<file path="src/pov_pkg.sv">
`default_nettype none
package pov_pkg;

	localparam int FRAC_BITS   = 12;
	localparam int SAMPLE_BITS = 18;
	localparam int BASE_W      = SAMPLE_BITS + FRAC_BITS;
	localparam int HIST_DEPTH  = 5;
	localparam int HIST_FRAC   = 8;
	localparam int SLOT_W      = $clog2(HIST_DEPTH);
	localparam int HIST_W      = 15;
	localparam int SUM_W       = HIST_W + $clog2(HIST_DEPTH);

	localparam int MUL_A_W = 32;
	localparam int MUL_B_W = 32;
	localparam int MUL_P_W = MUL_A_W + MUL_B_W;
	localparam int DIV_N_W = 88;
	localparam int DIV_D_W = 64;
	localparam int DIV_CNT_W = $clog2(DIV_N_W + 1);

	// ema weights, each pair sums to one in q.12
	localparam logic [11:0] KEEP95 = 12'd3891;
	localparam logic [11:0] NEW05  = 12'd205;
	localparam logic [11:0] KEEP98 = 12'd4014;
	localparam logic [11:0] NEW02  = 12'd82;

	// calibration in q.12
	localparam logic [17:0] COEF_A = 18'd184566;
	localparam logic [16:0] COEF_B = 17'd124330;
	localparam logic [18:0] COEF_C = 19'd388485;

	typedef struct packed {
		logic                 start;
		logic [MUL_A_W-1:0]   a;
		logic [MUL_B_W-1:0]   b;
		logic [4:0]           digits;
	} mul_req_t;

	typedef struct packed {
		logic                 start;
		logic [DIV_N_W-1:0]   num;
		logic [DIV_D_W-1:0]   den;
	} div_req_t;

	typedef enum logic [1:0] {
		CFG_THRESH,
		CFG_MIN_BEAT,
		CFG_MAX_BEAT,
		CFG_FALL
	} cfg_idx_t;

	typedef enum logic [4:0] {
		ST_IDLE, ST_CHECK, ST_M_IRB, ST_M_IRS, ST_M_RB, ST_M_RS, ST_AC,
		ST_M_IRSQ, ST_M_RSQ, ST_M_HI, ST_M_AC82, ST_TRK_HI, ST_M_LO, ST_BEAT,
		ST_D_INST, ST_D_RATE, ST_CMP16, ST_D_RAT, ST_SQRT, ST_M_RMS, ST_D_RV,
		ST_M_RV2, ST_M_CB, ST_M_CA, ST_HIST, ST_SUM, ST_D_AVG, ST_FIN
	} state_t;

endpackage
`default_nettype wire

</file>
<file path="src/pov_mul.sv">
`default_nettype none
module pov_mul (
	input  wire logic              clk,
	input  wire logic              arst_n,
	input  wire pov_pkg::mul_req_t req,
	output logic                   done,
	output logic [pov_pkg::MUL_P_W-1:0] prod
);
	import pov_pkg::*;

	logic               busy_q, done_q;
	logic [4:0]         cnt_q;
	logic [MUL_P_W-1:0] acc_q, a_sh_q, a3_sh_q, addend;
	logic [MUL_B_W-1:0] b_sh_q;

	// radix-4: one two-bit digit of b per cycle
	always_comb begin
		unique case (b_sh_q[1:0])
			2'd0: addend = '0;
			2'd1: addend = a_sh_q;
			2'd2: addend = {a_sh_q[MUL_P_W-2:0], 1'b0};
			2'd3: addend = a3_sh_q;
			default: addend = '0;
		endcase
	end

	always_ff @(posedge clk or negedge arst_n) begin
		if (!arst_n) begin
			busy_q <= 1'b0;
			done_q <= 1'b0;
			cnt_q  <= '0;
		end else begin
			done_q <= 1'b0;
			if (req.start) begin
				busy_q <= 1'b1;
				cnt_q  <= req.digits;
			end else if (busy_q) begin
				cnt_q <= cnt_q - 5'd1;
				if (cnt_q == 5'd1) begin
					busy_q <= 1'b0;
					done_q <= 1'b1;
				end
			end
		end
	end

	always_ff @(posedge clk) begin
		if (req.start) begin
			acc_q   <= '0;
			a_sh_q  <= MUL_P_W'(req.a);
			a3_sh_q <= MUL_P_W'(req.a) + (MUL_P_W'(req.a) << 1);
			b_sh_q  <= req.b;
		end else if (busy_q) begin
			acc_q   <= acc_q + addend;
			a_sh_q  <= {a_sh_q[MUL_P_W-3:0], 2'b00};
			a3_sh_q <= {a3_sh_q[MUL_P_W-3:0], 2'b00};
			b_sh_q  <= {2'b00, b_sh_q[MUL_B_W-1:2]};
		end
	end

	assign done = done_q;
	assign prod = acc_q;

endmodule
`default_nettype wire

</file>
<file path="src/pov_div.sv">
`default_nettype none
module pov_div (
	input  wire logic              clk,
	input  wire logic              arst_n,
	input  wire pov_pkg::div_req_t req,
	output logic                   done,
	output logic [pov_pkg::DIV_N_W-1:0] quo
);
	import pov_pkg::*;

	logic                 busy_q, done_q;
	logic [DIV_CNT_W-1:0] cnt_q;
	logic [DIV_D_W-1:0]   rem_q, den_q;
	logic [DIV_N_W-1:0]   num_q;
	logic [DIV_D_W:0]     trial, diff;
	logic                 ge;

	// restoring division, one quotient bit per cycle
	assign trial = {rem_q, num_q[DIV_N_W-1]};
	assign ge    = trial >= {1'b0, den_q};
	assign diff  = trial - {1'b0, den_q};

	always_ff @(posedge clk or negedge arst_n) begin
		if (!arst_n) begin
			busy_q <= 1'b0;
			done_q <= 1'b0;
			cnt_q  <= '0;
		end else begin
			done_q <= 1'b0;
			if (req.start) begin
				busy_q <= 1'b1;
				cnt_q  <= DIV_CNT_W'(DIV_N_W);
			end else if (busy_q) begin
				cnt_q <= cnt_q - DIV_CNT_W'(1);
				if (cnt_q == DIV_CNT_W'(1)) begin
					busy_q <= 1'b0;
					done_q <= 1'b1;
				end
			end
		end
	end

	always_ff @(posedge clk) begin
		if (req.start) begin
			rem_q <= '0;
			num_q <= req.num;
			den_q <= req.den;
		end else if (busy_q) begin
			rem_q <= ge ? diff[DIV_D_W-1:0] : trial[DIV_D_W-1:0];
			num_q <= {num_q[DIV_N_W-2:0], ge};
		end
	end

	assign done = done_q;
	assign quo  = num_q;

endmodule
`default_nettype wire

</file>
<file path="src/pulse_oximeter_vitals.sv">
`default_nettype none
// pulse oximeter vitals: takes one red/ir sample pair with a millisecond
// timestamp per transfer and returns one result per sample: smoothed heart
// rate, 5-beat averaged spo2, a beat flag and a finger flag. samples are
// processed one at a time by a sequencer around a radix-4 serial multiplier
// (one two-bit digit per cycle) and a restoring divider (one quotient bit per
// cycle). a sample without a finger is the quickest, and a sample that closes
// a valid beat takes longest, set mostly by the up to five divisions of the
// beat path. a new sample is accepted while the previous result still waits
// on the output register. configuration registers are written through the
// cfg port; the user must write them only while no sample is in flight, the
// block itself does not enforce this. cfg_ready is always high.
module pulse_oximeter_vitals (
	input  wire logic        clk,
	input  wire logic        arst_n,
	input  wire logic        s_tvalid,
	output logic             s_tready,
	input  wire logic [71:0] s_tdata,   // red_sample[17:0], ir_sample[35:18], time_ms[67:36]
	output logic             m_tvalid,
	input  wire logic        m_tready,
	output logic [23:0]      m_tdata,   // heart_rate[7:0], spo2_percent[14:8],
	                                    // beat_accepted[15], finger_present[16]
	input  wire logic        cfg_valid,
	output logic             cfg_ready,
	input  wire logic [1:0]  cfg_index,
	input  wire logic [17:0] cfg_data
);
	import pov_pkg::*;

	// configuration registers
	logic [17:0] thr_q, fall_q;
	logic [15:0] min_q, max_q;

	// latched sample
	logic [SAMPLE_BITS-1:0] red_q, ir_q;
	logic [31:0]            now_q;

	// block state
	logic [BASE_W-1:0]  irb_q, redb_q;
	logic signed [31:0] hi_q, lo_q;
	logic               armed_q;
	logic [31:0]        last_q;
	logic [63:0]        rsum_q, isum_q;
	logic [HIST_W-1:0]  hist_q [HIST_DEPTH];
	logic [SLOT_W-1:0]  slot_q, idx_q;
	logic [7:0]         rate_q;
	logic [6:0]         spo2_q;
	logic               beat_q, finger_q;

	// sequencer scratch
	state_t             state_q, state_d;
	logic               launched_q;
	logic [63:0]        t0_q, t1_q;
	logic signed [31:0] irac_q, redac_q;
	logic [15:0]        inst_q;
	logic [HIST_W-1:0]  ent_q;
	logic [28:0]        sqv_q, sqr_q, sqb_q;
	logic [14:0]        rv_q;
	logic [SUM_W-1:0]   sum_q;

	// output register
	logic        m_tvalid_q;
	logic [23:0] m_tdata_q;

	mul_req_t            mul_req;
	div_req_t            div_req;
	logic                mul_done, div_done;
	logic [MUL_P_W-1:0]  mul_prod;
	logic [DIV_N_W-1:0]  div_quo;

	pov_mul u_mul (
		.clk    (clk),
		.arst_n (arst_n),
		.req    (mul_req),
		.done   (mul_done),
		.prod   (mul_prod)
	);

	pov_div u_div (
		.clk    (clk),
		.arst_n (arst_n),
		.req    (div_req),
		.done   (div_done),
		.quo    (div_quo)
	);

	function automatic logic [31:0] mag32(input logic [31:0] x);
		return x[31] ? (~x + 32'd1) : x;
	endfunction

	// tracker update: sign-magnitude sum, round half away from zero, saturate
	function automatic logic [31:0] trk_upd(input logic [63:0] m0, input logic n0,
	                                        input logic [63:0] m1, input logic n1);
		logic signed [65:0] s0, s1, s, v;
		logic [65:0]        mag, rnd;
		s0  = n0 ? -$signed({2'b00, m0}) : $signed({2'b00, m0});
		s1  = n1 ? -$signed({2'b00, m1}) : $signed({2'b00, m1});
		s   = s0 + s1;
		mag = s[65] ? 66'(-s) : 66'(s);
		rnd = (mag + 66'd2048) >> FRAC_BITS;
		v   = s[65] ? -$signed(rnd) : $signed(rnd);
		if (v > 66'sd2147483647) return 32'h7fff_ffff;
		if (v < -66'sd2147483648) return 32'h8000_0000;
		return v[31:0];
	endfunction

	// datapath helpers
	logic [63:0]        ema_sum;
	logic [64:0]        sq_sum;
	logic signed [32:0] mid2, two_ac, fall_neg;
	logic               arm, rise, in_range;
	logic [31:0]        delta;
	logic [18:0]        rate_num;
	logic [15:0]        rate_base;
	logic               ge16, spo2_undef;
	logic [29:0]        sq_rb;
	logic signed [63:0] cal_v, cal_c;

	assign ema_sum  = t0_q + {mul_prod[51:0], 12'b0} + 64'd2048;
	assign sq_sum   = (state_q == ST_M_IRSQ) ?
	                  {1'b0, isum_q} + {13'b0, mul_prod[63:FRAC_BITS]} :
	                  {1'b0, rsum_q} + {13'b0, mul_prod[63:FRAC_BITS]};
	assign mid2     = {hi_q[31], hi_q} + {lo_q[31], lo_q};
	assign two_ac   = {irac_q, 1'b0};
	assign fall_neg = -$signed({3'b000, fall_q, 12'b0});
	assign arm      = (two_ac < mid2) && !armed_q &&
	                  ($signed({irac_q[31], irac_q}) < fall_neg);
	assign rise     = (two_ac > mid2) && armed_q;
	assign delta    = now_q - last_q;
	assign in_range = (delta > {16'b0, min_q}) && (delta < {16'b0, max_q});
	assign rate_base = (rate_q == 8'd0) ? inst_q : {8'b0, rate_q};
	assign rate_num  = {1'b0, rate_base, 2'b00} + {3'b000, inst_q};
	assign ge16       = {4'b0, rsum_q} >= {isum_q, 4'b0};
	assign spo2_undef = (isum_q == 64'd0) || (redb_q == '0);
	assign sq_rb     = {1'b0, sqr_q} + {1'b0, sqb_q};
	assign cal_c     = $signed({33'b0, COEF_C, 12'b0});
	assign cal_v     = cal_c + $signed(t1_q) - $signed(mul_prod);

	// next state
	always_comb begin
		state_d = state_q;
		unique case (state_q)
			ST_IDLE:   if (s_tvalid) state_d = ST_CHECK;
			ST_CHECK:  state_d = (ir_q < thr_q) ? ST_FIN : ST_M_IRB;
			ST_M_IRB:  if (mul_done) state_d = ST_M_IRS;
			ST_M_IRS:  if (mul_done) state_d = ST_M_RB;
			ST_M_RB:   if (mul_done) state_d = ST_M_RS;
			ST_M_RS:   if (mul_done) state_d = ST_AC;
			ST_AC:     state_d = ST_M_IRSQ;
			ST_M_IRSQ: if (mul_done) state_d = ST_M_RSQ;
			ST_M_RSQ:  if (mul_done) state_d = ST_M_HI;
			ST_M_HI:   if (mul_done) state_d = ST_M_AC82;
			ST_M_AC82: if (mul_done) state_d = ST_TRK_HI;
			ST_TRK_HI: state_d = ST_M_LO;
			ST_M_LO:   if (mul_done) state_d = ST_BEAT;
			ST_BEAT:   state_d = (rise && in_range) ? ST_D_INST : ST_FIN;
			ST_D_INST: if (div_done) state_d = ST_D_RATE;
			ST_D_RATE: if (div_done) state_d = spo2_undef ? ST_HIST : ST_CMP16;
			ST_CMP16:  state_d = ge16 ? ST_SQRT : ST_D_RAT;
			ST_D_RAT:  if (div_done) state_d = ST_SQRT;
			ST_SQRT:   if (sqb_q[0]) state_d = ST_M_RMS;
			ST_M_RMS:  if (mul_done) state_d = ST_D_RV;
			ST_D_RV:   if (div_done) state_d = ST_M_RV2;
			ST_M_RV2:  if (mul_done) state_d = ST_M_CB;
			ST_M_CB:   if (mul_done) state_d = ST_M_CA;
			ST_M_CA:   if (mul_done) state_d = ST_HIST;
			ST_HIST:   state_d = ST_SUM;
			ST_SUM:    if (idx_q == SLOT_W'(HIST_DEPTH - 1)) state_d = ST_D_AVG;
			ST_D_AVG:  if (div_done) state_d = ST_FIN;
			ST_FIN:    if (!m_tvalid_q || m_tready) state_d = ST_IDLE;
			default:   state_d = ST_IDLE;
		endcase
	end

	// unit requests and handshake
	always_comb begin
		mul_req = '0;
		div_req = '0;
		s_tready = (state_q == ST_IDLE);
		unique case (state_q)
			ST_M_IRB: begin
				mul_req.a = 32'(irb_q); mul_req.b = 32'(KEEP95); mul_req.digits = 5'd6;
			end
			ST_M_IRS: begin
				mul_req.a = 32'(ir_q); mul_req.b = 32'(NEW05); mul_req.digits = 5'd6;
			end
			ST_M_RB: begin
				mul_req.a = 32'(redb_q); mul_req.b = 32'(KEEP95); mul_req.digits = 5'd6;
			end
			ST_M_RS: begin
				mul_req.a = 32'(red_q); mul_req.b = 32'(NEW05); mul_req.digits = 5'd6;
			end
			ST_M_IRSQ: begin
				mul_req.a = mag32(irac_q); mul_req.b = mag32(irac_q); mul_req.digits = 5'd16;
			end
			ST_M_RSQ: begin
				mul_req.a = mag32(redac_q); mul_req.b = mag32(redac_q);
				mul_req.digits = 5'd16;
			end
			ST_M_HI: begin
				mul_req.a = mag32(hi_q); mul_req.b = 32'(KEEP98); mul_req.digits = 5'd6;
			end
			ST_M_AC82: begin
				mul_req.a = mag32(irac_q); mul_req.b = 32'(NEW02); mul_req.digits = 5'd6;
			end
			ST_M_LO: begin
				mul_req.a = mag32(lo_q); mul_req.b = 32'(KEEP98); mul_req.digits = 5'd6;
			end
			ST_M_RMS: begin
				mul_req.a = 32'(irb_q); mul_req.b = {17'b0, sqr_q[14:0]}; mul_req.digits = 5'd8;
			end
			ST_M_RV2: begin
				mul_req.a = 32'(rv_q); mul_req.b = 32'(rv_q); mul_req.digits = 5'd8;
			end
			ST_M_CB: begin
				mul_req.a = 32'(COEF_B); mul_req.b = 32'(rv_q); mul_req.digits = 5'd8;
			end
			ST_M_CA: begin
				mul_req.a = 32'(COEF_A); mul_req.b = {15'b0, t0_q[16:0]}; mul_req.digits = 5'd9;
			end
			ST_D_INST: begin
				div_req.num = DIV_N_W'(60000); div_req.den = {48'b0, delta[15:0]};
			end
			ST_D_RATE: begin
				div_req.num = DIV_N_W'(rate_num); div_req.den = DIV_D_W'(5);
			end
			ST_D_RAT: begin
				div_req.num = {rsum_q, 24'b0}; div_req.den = isum_q;
			end
			ST_D_RV: begin
				div_req.num = DIV_N_W'(t0_q); div_req.den = DIV_D_W'(redb_q);
			end
			ST_D_AVG: begin
				div_req.num = DIV_N_W'(sum_q);
				div_req.den = DIV_D_W'(HIST_DEPTH << HIST_FRAC);
			end
			default: ;
		endcase
		unique case (state_q)
			ST_M_IRB, ST_M_IRS, ST_M_RB, ST_M_RS, ST_M_IRSQ, ST_M_RSQ, ST_M_HI,
			ST_M_AC82, ST_M_LO, ST_M_RMS, ST_M_RV2, ST_M_CB, ST_M_CA:
				mul_req.start = !launched_q;
			ST_D_INST, ST_D_RATE, ST_D_RAT, ST_D_RV, ST_D_AVG:
				div_req.start = !launched_q;
			default: ;
		endcase
	end

	assign cfg_ready = 1'b1;

	// configuration writes
	always_ff @(posedge clk or negedge arst_n) begin
		if (!arst_n) begin
			thr_q  <= 18'd50000;
			min_q  <= 16'd300;
			max_q  <= 16'd2000;
			fall_q <= 18'd10;
		end else if (cfg_valid) begin
			unique case (cfg_idx_t'(cfg_index))
				CFG_THRESH:   thr_q  <= cfg_data;
				CFG_MIN_BEAT: min_q  <= cfg_data[15:0];
				CFG_MAX_BEAT: max_q  <= cfg_data[15:0];
				CFG_FALL:     fall_q <= cfg_data;
				default: ;
			endcase
		end
	end

	// sequencer state and block state
	always_ff @(posedge clk or negedge arst_n) begin
		if (!arst_n) begin
			state_q    <= ST_IDLE;
			launched_q <= 1'b0;
			irb_q      <= '0;
			redb_q     <= '0;
			hi_q       <= 32'sd81920;   // +20.0
			lo_q       <= -32'sd81920;  // -20.0
			armed_q    <= 1'b0;
			last_q     <= '0;
			rsum_q     <= '0;
			isum_q     <= '0;
			for (int i = 0; i < HIST_DEPTH; i++) hist_q[i] <= '0;
			slot_q     <= '0;
			rate_q     <= '0;
			spo2_q     <= '0;
			beat_q     <= 1'b0;
			finger_q   <= 1'b0;
			m_tvalid_q <= 1'b0;
		end else begin
			state_q <= state_d;
			if (mul_req.start || div_req.start) launched_q <= 1'b1;
			else if (mul_done || div_done) launched_q <= 1'b0;

			if (m_tvalid_q && m_tready) m_tvalid_q <= 1'b0;

			unique case (state_q)
				ST_IDLE: beat_q <= 1'b0;
				ST_CHECK: begin
					if (ir_q < thr_q) begin
						// no finger: clear outputs and the ir baseline
						rate_q   <= '0;
						spo2_q   <= '0;
						irb_q    <= '0;
						finger_q <= 1'b0;
					end else begin
						finger_q <= 1'b1;
						// an empty baseline is first loaded with the sample
						if (irb_q == '0) irb_q <= {ir_q, 12'b0};
						if (redb_q == '0) redb_q <= {red_q, 12'b0};
					end
				end
				ST_M_IRS: if (mul_done) irb_q <= ema_sum[BASE_W+FRAC_BITS-1:FRAC_BITS];
				ST_M_RS:  if (mul_done) redb_q <= ema_sum[BASE_W+FRAC_BITS-1:FRAC_BITS];
				ST_M_IRSQ: if (mul_done) isum_q <= sq_sum[64] ? '1 : sq_sum[63:0];
				ST_M_RSQ:  if (mul_done) rsum_q <= sq_sum[64] ? '1 : sq_sum[63:0];
				ST_TRK_HI: hi_q <= trk_upd(t0_q, hi_q[31], t1_q, irac_q[31]);
				ST_M_LO:   if (mul_done) lo_q <= trk_upd(mul_prod, lo_q[31], t1_q, irac_q[31]);
				ST_BEAT: begin
					if (arm) armed_q <= 1'b1;
					if (rise) begin
						// every rise closing an armed beat restarts the interval
						armed_q <= 1'b0;
						if (!in_range) last_q <= now_q;
					end
				end
				// a valid beat restarts the interval once its length is taken
				ST_D_INST: if (div_done) last_q <= now_q;
				ST_D_RATE: if (div_done) rate_q <= (div_quo > DIV_N_W'(255)) ? 8'd255 : div_quo[7:0];
				ST_HIST: begin
					hist_q[slot_q] <= ent_q;
					slot_q <= (slot_q == SLOT_W'(HIST_DEPTH - 1)) ? '0 : slot_q + SLOT_W'(1);
				end
				ST_D_AVG: begin
					if (div_done) begin
						spo2_q <= div_quo[6:0];
						rsum_q <= '0;
						isum_q <= '0;
						beat_q <= 1'b1;
					end
				end
				ST_FIN: begin
					if (!m_tvalid_q || m_tready) m_tvalid_q <= 1'b1;
				end
				default: ;
			endcase
		end
	end

	// payload and scratch registers
	always_ff @(posedge clk) begin
		if (state_q == ST_IDLE && s_tvalid) begin
			red_q <= s_tdata[17:0];
			ir_q  <= s_tdata[35:18];
			now_q <= s_tdata[67:36];
		end
		if (state_q == ST_FIN && (!m_tvalid_q || m_tready))
			m_tdata_q <= {7'b0, finger_q, beat_q, spo2_q, rate_q};

		unique case (state_q)
			ST_M_IRB, ST_M_RB, ST_M_HI, ST_M_RMS: if (mul_done) t0_q <= mul_prod;
			ST_M_AC82, ST_M_CB: if (mul_done) t1_q <= mul_prod;
			ST_M_RV2: if (mul_done) t0_q <= {12'b0, mul_prod[63:FRAC_BITS]};
			ST_AC: begin
				irac_q  <= $signed({2'b00, ir_q, 12'b0}) - $signed({2'b00, irb_q});
				redac_q <= $signed({2'b00, red_q, 12'b0}) - $signed({2'b00, redb_q});
			end
			ST_D_INST: if (div_done) inst_q <= div_quo[15:0];
			ST_D_RATE: if (div_done) ent_q <= HIST_W'(70 << HIST_FRAC);
			ST_CMP16: begin
				// ratio of squares capped at 16.0 in q.24
				if (ge16) sqv_q <= 29'h1000_0000;
				sqr_q <= '0;
				sqb_q <= 29'h1000_0000;
			end
			ST_D_RAT: if (div_done) sqv_q <= div_quo[28:0];
			ST_SQRT: begin
				if ({1'b0, sqv_q} >= sq_rb) begin
					sqv_q <= sqv_q - sq_rb[28:0];
					sqr_q <= (sqr_q >> 1) + sqb_q;
				end else begin
					sqr_q <= sqr_q >> 1;
				end
				sqb_q <= sqb_q >> 2;
			end
			ST_D_RV: if (div_done) rv_q <= (div_quo > DIV_N_W'(16384)) ? 15'd16384 : div_quo[14:0];
			ST_M_CA: begin
				if (mul_done) begin
					// clamp to 70..100 in q.24, keep q.8
					if (cal_v < 64'sd1174405120) ent_q <= HIST_W'(70 << HIST_FRAC);
					else if (cal_v > 64'sd1677721600) ent_q <= HIST_W'(100 << HIST_FRAC);
					else ent_q <= cal_v[30:16];
				end
			end
			ST_HIST: begin
				sum_q <= '0;
				idx_q <= '0;
			end
			ST_SUM: begin
				sum_q <= sum_q + SUM_W'(hist_q[idx_q]);
				idx_q <= idx_q + SLOT_W'(1);
			end
			default: ;
		endcase
	end

	assign m_tvalid = m_tvalid_q;
	assign m_tdata  = m_tdata_q;

endmodule
`default_nettype wire
</file>
<file path="config.mk">
export PLATFORM = sky130hd
export DESIGN_NAME = pulse_oximeter_vitals
export DESIGN_NICKNAME = d
export VERILOG_FILES = /design/src/pov_pkg.sv /design/src/pov_mul.sv /design/src/pov_div.sv /design/src/pulse_oximeter_vitals.sv
export SDC_FILE = /design/constraint.sdc
export NUM_CORES = 2
export LEC_CHECK = 0
export BUFFER_PORTS_ARGS = -buffer_cell sky130_fd_sc_hd__buf_4
export CAP_MARGIN = 30
export CORE_ASPECT_RATIO = 1.4
export CORE_MARGIN = 4
export CORE_UTILIZATION = 55
export DETAILED_ROUTE_END_ITERATION = 7
export PLACE_DENSITY = 0.7
export SYNTH_ARGS = -nofsm -noshare
export SYNTH_HDL_FRONTEND = slang
export SYNTH_SLANG_ARGS = --single-unit
</file>
<file path="constraint.sdc">
create_clock -name clk -period 26.2 [get_ports clk]
set_input_delay 7.86 -clock clk [delete_from_list [all_inputs] [get_ports clk]]
set_output_delay 7.86 -clock clk [all_outputs]
set_load 0.01 [all_outputs]
</file>
==> results.md <==
- Outcome: complete, but fails checks
- Violated checks: antenna violations, design-rule violations
- Crit path max-delay family: simple AND/OR/NAND/NOR gates
- Reg2reg path depth: 39
- First-pass GRT wire length: around 630000 um
- Place WS: 12.27 ns
- H-tree levels: 4
- Global route overflow: 0
- Hold EP: m_tdata[15]
- Worst-margin pin slew: 1.18 ns
- Main combinational cell family by area after synthesis: compound AO/OA/AOI/OAI gates
- Top fanout value on the critical path: 31
- Residual DRC: 48
- Vert. Die Dim: 541 um
- Layout cells sized above 1: 0.0925
- Area grow syn2layout: 8.37%
- Average vias per placed instance: 6.63
- F_max: ~70 MHz
- HPWL Detailed: 337000 um
- Final hold vios: 0
- Die width: 389 um
- Hold Startpoint: beat_q
- Top Ports: 124
- Initial antenna violation count: 19
- # hold bufs at CTS: 0
- Clk buf depth: 4
- Worst path slowest cell: nor4_1
- Clk slew on worst S/H paths: 0.07 ns
- Int Power: 8880 uW
- Synth Area in XOR/XNOR: 0.0871
- Clock root buffer: clkbuf_16
- Synth area leader: edfxtp_1
- DR WL/cell: approximately 28 um
- Levels on crit path: 39
- Number of nets in the layout: 13800
- Clk pwr share: 0.121
- WP data required: 26.89 ns
- DR iter-0 viols: around 11000
- YS warnings: 0
- Synth top area share: 0.187
- Clock insertion delay at the later pin of the skew report: 0.84 ns
- Vias in the first global route: between 90000 and 100k
- Cell area after synthesis: 111000 sq um
- Simple-Gate Fraction of Synth Area: 0.186
- Core Region: around 200000 sq um
- Reg2reg start: t0_q[4]
- Util after Layout: 0.600
- Clock tree from TritonCTS: done
- Worst R2R End: hi_q[2]
- Hold path cells: 0
- Post-synth EDFFs: between 600 and 700
- Post-synthesis adder-cell area fraction: 0.0986
- # port buffers: 111
- Post-synthesis register bit count: 1325
- CP bufs+invs: 3
- Post_cts resized: 0
- Final setup viols: 0
- Synth Area in Compound Gates: 0.222
- Top FF cell, synth: edfxtp_1
- All-Layer GR Usage: 0.396
- Reg power frac: 0.191
- FP Rows: 195
- Unrepaired setup endpoints after global routing: no
- Slew Limit Fails: 0
- Syn Inst Count: 12900
- Post-Route WL: about 430000 um
- Startpoint types: flip-flop
- Mux cell area share after synthesis: 0.0422
- Largest net degree at the start of global routing: 119
- Postcts setup bufs: 0
- Pleak: 0.0492 uW
- Inserted Clock Buffers: 154
- Crit-path max cell delay: 0.88 ns
- Post-layout total power: 18500 uW
- Comb pwr share: 0.687
- Max-slew headroom: 0.206
- Via count: 104000
- Sw frac: 0.520
- Synth top area cells: edfxtp_1 19%, dfrtp_1 9.7%, ha_1 9.6%, xnor2_1 5.9%, o21ai_0 4.6%
- Net Switching: 9620 uW
- Post-synthesis sequential area ratio: 0.322
- R2r setup slk: between 10 and 15 ns
- FFs w/ async S/R, synth: 0.355
- CP Class: flip-flop to flip-flop
- Hold crit path type: flip-flop to flip-flop
- DRT Pass-1 Iters: 8
- Clk_skew: ~0.083 ns
- Synth unique cells: between 100 and 150
- Starting Density: 0.553
- Total die area: 210000 sq um
- Setup TNS: 0 ns
- Tmin final: 14.41 ns
- Period utilisation layout: 0.550
- Post-route ant nets: 1
- Power density over the cells: ~150 nW/um^2
- Max Cap Viol: 0
- CP Capture Type: flip-flop
- Placer congestion estimate: 1.03
- Syn_area_per_cell: between 8 and 9 sq um
- CTS Sinks: 1325
- VDD IR max: roughly 0.27 mV
- Arrival time worst endpoint: 15.10 ns
- Setup ws final: approximately 12 ns
sequential cells by signal (all words and copies together) (netlist names), 29 cells and up:
register,count
hi_q,32
u_mul.b_sh_q,32
now_q,32
u_mul.a3_sh_q,64
sqv_q,29
irac_q,31
redac_q,31
u_div.quo,88
redb_q,30
lo_q,32
last_q,32
irb_q,30
u_div.den_q,64
rsum_q,64
hist_q,75
u_mul.a_sh_q,63
isum_q,64
u_div.rem_q,64
t0_q,64
t1_q,64
sqr_q,29
u_mul.prod,64
cells in the final DEF, fill, tap and decap left out, types with 84 or more instances in the layout:
master	n
mux2i_1	169
clkbuf_16	161
nor2b_1	119
o211ai_1	93
a22o_1	95
or3_1	143
edfxtp_1	694
nor4_1	153
a22oi_1	90
a21o_1	277
xor2_1	342
or2_2	84
xnor2_1	747
and3_1	116
o21a_1	129
o21bai_1	116
nand3_1	264
a21oi_1	806
o21ai_0	1017
a211oi_1	113
nor2_1	1032
nand4_1	158
and2_1	169
dfxtp_1	160
o31ai_1	179
mux2_2	265
dfrtp_1	431
ha_1	855
nor3_1	327
inv_1	637
a31oi_1	133
nand2b_1	124
buf_4	325
nand2_1	1189
worst register-to-register path: cells and delay by family (launching register included):
kind | cells | cell delay, ns
AO/OA/AOI/OAI | 10 | 2.65
XOR/XNOR | 3 | 0.56
adder cells (fa/ha/maj) | 2 | 1.03
buffers and inverters | 3 | 0.87
flip-flops | 1 | 0.64
AND/OR/NAND/NOR | 21 | 8.57
cells by family (layout without fill, tap and decap cells):
kind of cell | after synthesis | after routing
and+or+nand+nor | 4203 | 4203
buffers and inverters | 1225 | 1265
xor gates and xnor gates | 1099 | 1099
other | 2 | 27
AOI/OAI and AO/OA | 3754 | 3754
DFF | 1325 | 1325
adders and majority gates | 872 | 872
muxes | 436 | 436
stage by stage:
step | instance area (sq um) | cells | hold slack [ns]
3_5_place_dp | 116000 | 15300 | 0.436
2_1_floorplan | 112000 | 12900 | 0.425
3_3_place_gp | 115000 | 15300 | 0.434
4_1_cts | 121000 | 15600 | 0.446
6_report | 121000 | 15600 | 0.449
5_1_grt | 121000 | 15600 | 0.461
cells in the mapped netlist (all sizes together), types with 266 or more instances:
master	instances
a21o	277
a21oi	813
clkbuf	481
dfrtp	434
edfxtp	694
ha	855
inv	638
mux2	266
nand2	1192
nand3	266
nor2	1051
nor3	342
o21ai	1038
xnor2	750
xor2	347
cell type report:
type	instances	area (sq um)
antenna	17	42.5
clock buffer	209	4380
clock inverter	66	742
fill	17800	80700
inverter	642	2410
multi-input combinational	10400	71300
sequential	1325	35900
tap	2659	3330
timing repair buffer	348	2780
power groups by stage:
stage | registers [uW] | logic, uW | clock network (uW)
6_report | 3540 | 12700 | 2250
3_3_place_gp | 3520 | 12000 | 0
3_5_place_dp | 3540 | 12300 | 0
4_1_cts | 3510 | 12400 | 2270
2_1_floorplan | 3280 | 8760 | 0
5_1_grt | 3580 | 13700 | 2350
metal layers:
| metal | wire (um) | vias up | GRT usage |
|---|---|---|---|
| met5 | 81 | - | 0 |
| met4 | 41800 | 12 | 0.311 |
| met3 | 34600 | 1259 | 0.0604 |
| met2 | 194000 | 4831 | 0.633 |
| met1 | 162000 | 50100 | 0.479 |
| li1 | - | 47500 | - |
worst max-delay path by stage:
| stage | from | slack (ns) | to |
|---|---|---|---|
| after global placement | t0_q[4] | 12.29 | hi_q[0] |
| after floorplan | irac_q[30] | 12.96 | lo_q[10] |
| after CTS | u_mul.prod[2] | 12.20 | lo_q[0] |
| after detailed placement | u_mul.prod[2] | 12.27 | lo_q[29] |
| final | t0_q[4] | 11.79 | hi_q[2] |
| after global routing | u_mul.prod[9] | 11.06 | lo_q[6] |
(Power assumes the default switching activity.)
